File: src/sv/tep_pkg.sv
// Shared types and constants for the time-of-flight emission point core.
package tep_pkg;

   localparam int Axes     = 3;
   localparam int PosW     = 16;
   localparam int DiffW    = PosW + 1;
   localparam int MagW     = PosW;
   localparam int TimeW    = 48;
   localparam int DtW      = 34;
   localparam int SqW      = 2 * MagW;
   localparam int QW       = SqW + 2;
   localparam int ProdW    = DtW + MagW;
   localparam int FracPad  = 16;
   localparam int RadW     = QW + FracPad;
   localparam int RootW    = RadW / 2;
   localparam int RemW     = RootW + 3;
   localparam int DenW     = RootW + 4;
   localparam int LightSh  = 12;
   localparam int NumW     = ProdW + 2 + LightSh + 2;
   localparam int QuoW     = 18;
   localparam int VW       = 20;

   localparam logic [DtW-1:0] DtCap = DtW'(64'h2_0000_0000);
   localparam logic signed [VW-1:0] OutMax = VW'(32767);
   localparam logic signed [VW-1:0] OutMin = -VW'(32768);

   typedef struct packed {
      logic signed [PosW-1:0]  first_x;
      logic signed [PosW-1:0]  first_y;
      logic signed [PosW-1:0]  first_z;
      logic        [TimeW-1:0] first_time;
      logic signed [PosW-1:0]  second_x;
      logic signed [PosW-1:0]  second_y;
      logic signed [PosW-1:0]  second_z;
      logic        [TimeW-1:0] second_time;
   } tep_req_type;

   typedef struct packed {
      logic signed [PosW-1:0] point_x;
      logic signed [PosW-1:0] point_y;
      logic signed [PosW-1:0] point_z;
      logic                   coincident_hits;
      logic                   clipped;
   } tep_rsp_type;

   typedef struct packed {
      logic signed [DiffW-1:0] sum;
      logic                    neg;
      logic                    nz;
      logic        [ProdW-1:0] prod;
   } tep_lane_type;

   typedef struct packed {
      tep_lane_type [Axes-1:0] lane;
      logic                    coinc;
   } tep_side_type;

endpackage

File: src/sv/tep_div.sv
// One axis lane: shift quotient by restoring division, then rounding and saturation.
module tep_div import tep_pkg::*; (
   input  logic                    clock,
   input  logic                    reset,
   input  logic                    in_vld,
   input  logic [RootW-1:0]        in_root,
   input  tep_lane_type            in_lane,
   input  logic                    in_coinc,
   output logic                    out_vld,
   output logic signed [PosW-1:0]  out_point,
   output logic                    out_sat,
   output logic                    out_coinc
);

   typedef struct packed {
      logic signed [DiffW-1:0] sum;
      logic                    neg;
      logic                    offs;
      logic                    coinc;
   } tail_type;

   logic               v1_ff, v2_ff;
   logic [NumW-1:0]    num_in, num1_ff, num2_ff;
   logic [DenW-1:0]    den_in, den1_ff, den2_ff;
   tail_type           tail_in, tail1_ff, tail2_ff;
   logic               big_in, big_ff [QuoW+1];

   logic               vld_ff  [QuoW+1];
   logic [NumW-1:0]    rem_ff  [QuoW+1];
   logic [DenW-1:0]    den_ff  [QuoW+1];
   logic [QuoW-1:0]    quo_ff  [QuoW+1];
   tail_type           tail_ff [QuoW+1];

   logic                    vo_ff;
   logic signed [PosW-1:0]  point_in, point_ff;
   logic                    sat_in, sat_ff;
   logic                    coinc_ff;

   // numerator 12288*dt*|d| + 5*L8, denominator 10*L8
   always_comb begin
      logic [ProdW+1:0] p3;
      p3      = (ProdW+2)'(in_lane.prod) + ((ProdW+2)'(in_lane.prod) << 1);
      num_in  = NumW'({p3, LightSh'(0)}) + NumW'(in_root) + (NumW'(in_root) << 2);
      den_in  = (DenW'(in_root) << 3) + (DenW'(in_root) << 1);
      tail_in.sum   = in_lane.sum;
      tail_in.neg   = in_lane.neg;
      tail_in.offs  = in_coinc | ~in_lane.nz;
      tail_in.coinc = in_coinc;
   end

   assign big_in = num1_ff >= NumW'({den1_ff, QuoW'(0)});

   always_ff @(posedge clock) begin
      if (reset) begin
         v1_ff <= 1'b0;
         v2_ff <= 1'b0;
      end else begin
         v1_ff <= in_vld;
         v2_ff <= v1_ff;
      end
   end

   always_ff @(posedge clock) begin
      num1_ff  <= num_in;
      den1_ff  <= den_in;
      tail1_ff <= tail_in;
      num2_ff  <= num1_ff;
      den2_ff  <= den1_ff;
      tail2_ff <= tail1_ff;
   end

   always_comb begin
      vld_ff[0]  = v2_ff;
      rem_ff[0]  = num2_ff;
      den_ff[0]  = den2_ff;
      quo_ff[0]  = '0;
      tail_ff[0] = tail2_ff;
   end

   always_ff @(posedge clock) begin
      big_ff[0] <= big_in;
   end

   for (genvar j = 0; j < QuoW; j++) begin : g_step
      localparam int K = QuoW - 1 - j;
      logic [NumW-1:0] dsh, rem_in;
      logic            take;

      always_comb begin
         dsh    = NumW'(den_ff[j]) << K;
         take   = rem_ff[j] >= dsh;
         rem_in = take ? rem_ff[j] - dsh : rem_ff[j];
      end

      always_ff @(posedge clock) begin
         if (reset) begin
            vld_ff[j+1] <= 1'b0;
         end else begin
            vld_ff[j+1] <= vld_ff[j];
         end
      end

      always_ff @(posedge clock) begin
         rem_ff[j+1]  <= rem_in;
         den_ff[j+1]  <= den_ff[j];
         quo_ff[j+1]  <= {quo_ff[j][QuoW-2:0], take};
         tail_ff[j+1] <= tail_ff[j];
         big_ff[j+1]  <= big_ff[j];
      end
   end

   // apply shift, round half up, saturate
   always_comb begin
      logic [QuoW:0]          m2;
      logic signed [VW-1:0]   sx, v2, t, half;
      if (tail_ff[QuoW].offs) begin
         m2 = '0;
      end else if (big_ff[QuoW]) begin
         m2 = (QuoW+1)'(1) << QuoW;
      end else begin
         m2 = {1'b0, quo_ff[QuoW]};
      end
      sx   = VW'(tail_ff[QuoW].sum);
      v2   = tail_ff[QuoW].neg ? sx + VW'(m2) : sx - VW'(m2);
      t    = v2 + VW'(1);
      half = t >>> 1;
      sat_in = 1'b1;
      if (half > OutMax) begin
         point_in = OutMax[PosW-1:0];
      end else if (half < OutMin) begin
         point_in = OutMin[PosW-1:0];
      end else begin
         point_in = half[PosW-1:0];
         sat_in   = 1'b0;
      end
   end

   always_ff @(posedge clock) begin
      if (reset) begin
         vo_ff <= 1'b0;
      end else begin
         vo_ff <= vld_ff[QuoW];
      end
   end

   always_ff @(posedge clock) begin
      point_ff <= point_in;
      sat_ff   <= sat_in;
      coinc_ff <= tail_ff[QuoW].coinc;
   end

   assign out_vld   = vo_ff;
   assign out_point = point_ff;
   assign out_sat   = sat_ff;
   assign out_coinc = coinc_ff;

endmodule

File: config.mk
export PLATFORM = sky130hd
export DESIGN_NAME = tep_div
export DESIGN_NICKNAME = d
export VERILOG_FILES = /design/src/sv/tep_pkg.sv /design/src/sv/tep_div.sv
export SDC_FILE = /design/constraint.sdc
export NUM_CORES = 2
export LEC_CHECK = 0
export ABC_CLOCK_PERIOD_IN_PS = 6600
export BUFFER_PORTS_ARGS = -buffer_cell sky130_fd_sc_hd__buf_2
export CAP_MARGIN = 10
export CORE_UTILIZATION = 55
export CTS_CLUSTER_SIZE = 24
export DETAILED_ROUTE_END_ITERATION = 12
export GPL_TIMING_DRIVEN = 0
export PLACE_DENSITY_LB_ADDON = 0.25
export SETUP_SLACK_MARGIN = 0.3
export SLEW_MARGIN = 20
export SYNTH_ARGS = -nofsm -noshare
export SYNTH_HDL_FRONTEND = slang
export SYNTH_SLANG_ARGS = --single-unit
File: constraint.sdc
create_clock -name clock -period 6.6 [get_ports clock]
set_input_delay 0.99 -clock clock [delete_from_list [all_inputs] [get_ports clock]]
set_output_delay 0.99 -clock clock [all_outputs]
set_load 0.05 [all_outputs]
==> Implementation_results.wiki <==
{| class="wikitable"
! Metric !! Value
|-
| Number of buffers on the longest clock path || 3
|-
| Transition time at the pin with the least slew margin || 1.20 ns
|-
| Biggest area contributors in the synthesized netlist || sky130_fd_sc_hd__dfxtp_1, sky130_fd_sc_hd__ha_1, sky130_fd_sc_hd__xor2_1
|-
| Largest vdd supply drop || 0.000328 V
|-
| Kind of capture point of the worst setup path || flip-flop
|-
| Worst-case setup margin in the final layout || around 0.70 ns
|-
| Mapped Area || 97700 um2
|-
| Count of placed standard cells in the final layout, fillers left out || ~13000
|-
| Largest net degree at the start of global routing || 19
|-
| Mean instance size in the synthesized netlist || 9.57 um2
|-
| Min-delay worst type || in2reg
|-
| Initial core utilization || 55.4%
|-
| Final Net Count || between 10000 and 15000
|-
| Largest stage delay on the critical path || around 0.9 ns
|-
| Number of unique standard cell types used by synthesis || slightly above 100
|-
| Routed wire length per instance || 18.3 um
|-
| Layout cells sized above 1 || 6.37%
|-
| Async set-or-reset flop fraction in the synthesized netlist || 0%
|-
| Number of warnings reported in the yosys synthesis log || 0
|-
| CTS tree || yes
|-
| Dpl cells || 12700
|-
| Relative slew slack || 19.6%
|-
| Syn-to-layout area delta || 11.9%
|-
| WP data required || 7.40 ns
|-
| Finished layout cell area || between 100000 and 150000 um2
|-
| Stages on the worst setup path || 22
|-
| FF+latch count, synth || 2340
|-
| DPL Wire Length || between 150 and 200 mm
|-
| Number of synthesized flops with an enable pin || 0
|-
| Data arrival at the endpoint of the critical path || around 6.7 ns
|-
| Final routed DRC violation total || 4
|-
| Critical Path Fanout Max || 6
|-
| Cell with the biggest individual delay on the critical path || sky130_fd_sc_hd__a311oi_1
|-
| Number of clock buffers inserted by TritonCTS || 224
|-
| Number of vias per cell || ~5.5
|-
| Maximum frequency from static timing analysis || 169 MHz
|-
| Final setup TNS || 0 ns
|-
| RSZ-0062 raised after global routing || false
|-
| Most used flip-flop cell after synthesis || sky130_fd_sc_hd__dfxtp_1
|-
| Outcome || complete, but fails checks
|-
| Core Rows || roughly 150
|-
| Post-detailed-placement cell area || between 100000 and 150000 um2
|-
| Via count of the first global-routing pass || 73500
|-
| Period utilisation layout || between 80 and 90%
|-
| Root buffer selected by CTS || sky130_fd_sc_hd__clkbuf_16
|-
| # clock sinks || ~2300
|-
| Pwr/cell area || ~520 nW/um2
|-
| Total of endpoints with negative setup slack in the final report || 0
|-
| Synth top area share || 48.0%
|-
| Commonest cells post-synth || sky130_fd_sc_hd__dfxtp_1, sky130_fd_sc_hd__inv_1, sky130_fd_sc_hd__nand2_1
|-
| Leakage power of the design || 47.6 nW
|-
| Largest area contributor in the synthesized netlist || sky130_fd_sc_hd__dfxtp_1
|-
| FILL cells || 14600
|-
| Final-report max-slew violation count || 0
|-
| Library cell with the highest instance count after synthesis || sky130_fd_sc_hd__dfxtp_1
|-
| Number of antenna violations at the first check in global routing || 5
|-
| Final count of hold timing violations || 0
|-
| Setup bufs post-CTS || 0
|-
| Critical path class || in2reg
|-
| Post-route ant nets || 0
|-
| Total core area || 176000 um2
|-
| Detailed-route wire length || 239 mm
|-
| Worst-path clk slew || ~0.060 ns
|-
| Min-Delay Path Depth || 1
|-
| Detailed Route Iter0 Violations || 2989
|-
| Maximum level of the CTS H-tree || 4
|-
| Vias after detailed routing || 71400
|-
| Sequential share of the synthesized area || 48.0%
|-
| Global-route congestion overflow total || 0
|-
| Clock skew || 0.0700 ns
|-
| Largest delay share family, worst path || compound AO/OA/AOI/OAI gates
|-
| Io pins || ~120
|-
| Global routing usage summed across all routing layers || 26.2%
|-
| Die W || 423 um
|-
| Count of input and output buffers || 116
|-
| Kind of start point of the critical path || input port
|-
| Cell depth of the worst flop-to-flop path || 19
|-
| Worst-skew pair later-pin latency || 0.88 ns
|-
| Cell Chain, Critical Path || buf_2, ha_1, o211ai_1, o211ai_1, and2_1, nand3_1, and2_1, o21ai_0, a21oi_1, xnor2_1, fa_1, inv_1, ha_1, a21o_1, a221o_1, and3_1, a311oi_1, or3_1, clkbuf_1, nor3_2, nand4_1, xor2_1
|-
| Total iterations of the first detailed-routing run || 9
|-
| Final Critical Period || 5.90 ns
|-
| Max capacitance violation total || 0
|-
| Pre-CTS setup slack || -0.186 ns
|-
| Post-synthesis instance total || 10200
|-
| Worst path buffer plus inverter count || 3
|-
| Routability cong. || 1.03
|-
| Wire length of the first global-routing pass || 373 mm
|-
| Area enclosed by the die boundary || 179000 um2
|-
| Synthesized netlist net count || 11000
|-
| Height of the die || between 400 and 500 um
|-
| Violated checks || DRC
|}
-- report_power, final --
group          total, mW  switching [mW]  internal [mW]
Combinational       22.8            12.9           9.87
Clock               13.3            5.40           7.88
Sequential          20.9            2.61           18.3
-- registers in the layout, summed over array words and instances (netlist names), 16 cells and up --
name       cells
big_ff        19
den1_ff       24
den2_ff       24
den_ff       411
num1_ff       65
num2_ff       65
out_point     16
quo_ff       171
rem_ff      1122
tail1_ff      20
tail2_ff      20
tail_ff      360
vld_ff        18
-- per-stage QoR --
step | hold slack, ns | utilization (%) | total power [mW]
finish | 0.208 | 62.0 | 56.9
global route | 0.152 | 62.0 | 60.9
CTS | 0.139 | 62.0 | 57.0
detailed placement | 0.312 | 57.5 | 43.6
global placement | 0.309 | 57.4 | 43.1
floorplan | 0.310 | - | 37.9
-- metal layers --
metal | vias up | GRT usage (%) | wire, um
met2 | 1601 | 52.3 | 129000
met1 | 32800 | 22.8 | 81500
met3 | 768 | 3.11 | 6520
met5 | - | 0 | 0
li1 | 36300 | - | -
met4 | 0 | 21.9 | 21900
-- cells in the final DEF (no fill, tap or decap), types with 103 or more instances in the layout --
cell | Yosys | final
sky130_fd_sc_hd__dfxtp_1 | 2340 | 2340
sky130_fd_sc_hd__inv_1 | 788 | 788
sky130_fd_sc_hd__nand2_1 | 711 | 711
sky130_fd_sc_hd__ha_1 | 653 | 653
sky130_fd_sc_hd__nor2_1 | 638 | 638
sky130_fd_sc_hd__a21oi_1 | 612 | 612
sky130_fd_sc_hd__o21ai_0 | 557 | 557
sky130_fd_sc_hd__xor2_1 | 501 | 501
sky130_fd_sc_hd__xnor2_1 | 470 | 470
sky130_fd_sc_hd__a21o_1 | 316 | 316
sky130_fd_sc_hd__nor3_1 | 305 | 301
sky130_fd_sc_hd__clkbuf_16 | 0 | 224
sky130_fd_sc_hd__nand3_1 | 209 | 209
sky130_fd_sc_hd__clkbuf_1 | 167 | 205
sky130_fd_sc_hd__nor4_1 | 193 | 183
sky130_fd_sc_hd__or3_1 | 162 | 162
sky130_fd_sc_hd__buf_2 | 20 | 136
sky130_fd_sc_hd__nand4_1 | 134 | 134
sky130_fd_sc_hd__nand2b_1 | 106 | 106
sky130_fd_sc_hd__nor2b_1 | 103 | 103
-- area by class of cell --
type                    instances  area (um2)  area share [%]
flip-flops and latches       2340       46800            42.9
clock inverters               109        1610            1.48
well taps                    2340        2930            2.68
inverters                     792        2970            2.72
plain buffers                 202         815           0.745
clock buffers                 304        6320            5.78
repair buffers                119         606           0.554
diodes                         12        30.0          0.0275
multi-input cells            6875       47200            43.2
-- worst paths after layout --
check	from	endpoint	slack (ns)
hold / removal	in_lane[62]	tail1_ff[13]	0.21
hold reg to reg	den_ff[201]	den_ff[172]	0.31
setup reg to reg	big_ff[18]	out_point[0]	0.79
setup / recovery	in_lane[4]	num1_ff[62]	0.70
-- what timing repair did --
| item | CTS | global route |
|---|---|---|
| endpoints found under the setup margin | 0 | 20 |
| endpoints found under the hold margin | 0 | 0 |
| gates resized for setup | 0 | 7 |
| hold buffers | 0 | 0 |
-- cells by family (layout without fill, tap and decap cells) --
logic type | Yosys count | in the layout | synth area share, %
AOI/OAI and AO/OA | 2198 | 2198 | 14.2
DFF | 2340 | 2340 | 48.0
other | 0 | 12 | 0
adders and majority gates | 695 | 695 | 9.23
buffers and inverters | 994 | 1526 | 3.88
and+or+nand+nor | 2938 | 2938 | 15.2
xor gates and xnor gates | 971 | 971 | 8.71
muxes | 73 | 73 | 0.846
-- worst register-to-register path, stage by stage (launching register included) --
cell and delay [ns]:
sky130_fd_sc_hd__dfxtp_1 0.36, sky130_fd_sc_hd__nor2_1 0.36, sky130_fd_sc_hd__clkbuf_2 0.33, sky130_fd_sc_hd__nand2_1 0.11
sky130_fd_sc_hd__ha_1 0.28, sky130_fd_sc_hd__inv_1 0.05, sky130_fd_sc_hd__o21ai_0 0.19, sky130_fd_sc_hd__fa_1 0.50
sky130_fd_sc_hd__a21oi_1 0.21, sky130_fd_sc_hd__o22ai_1 0.16, sky130_fd_sc_hd__o311ai_1 0.38, sky130_fd_sc_hd__a21boi_0 0.44
sky130_fd_sc_hd__nor3b_1 0.44, sky130_fd_sc_hd__nand3_1 0.22, sky130_fd_sc_hd__nor4_1 0.39, sky130_fd_sc_hd__nand4_1 0.19
sky130_fd_sc_hd__xnor2_1 0.28, sky130_fd_sc_hd__a21boi_1 0.45, sky130_fd_sc_hd__buf_2 0.29, sky130_fd_sc_hd__a21oi_1 0.07
(Power assumes the default switching activity.)
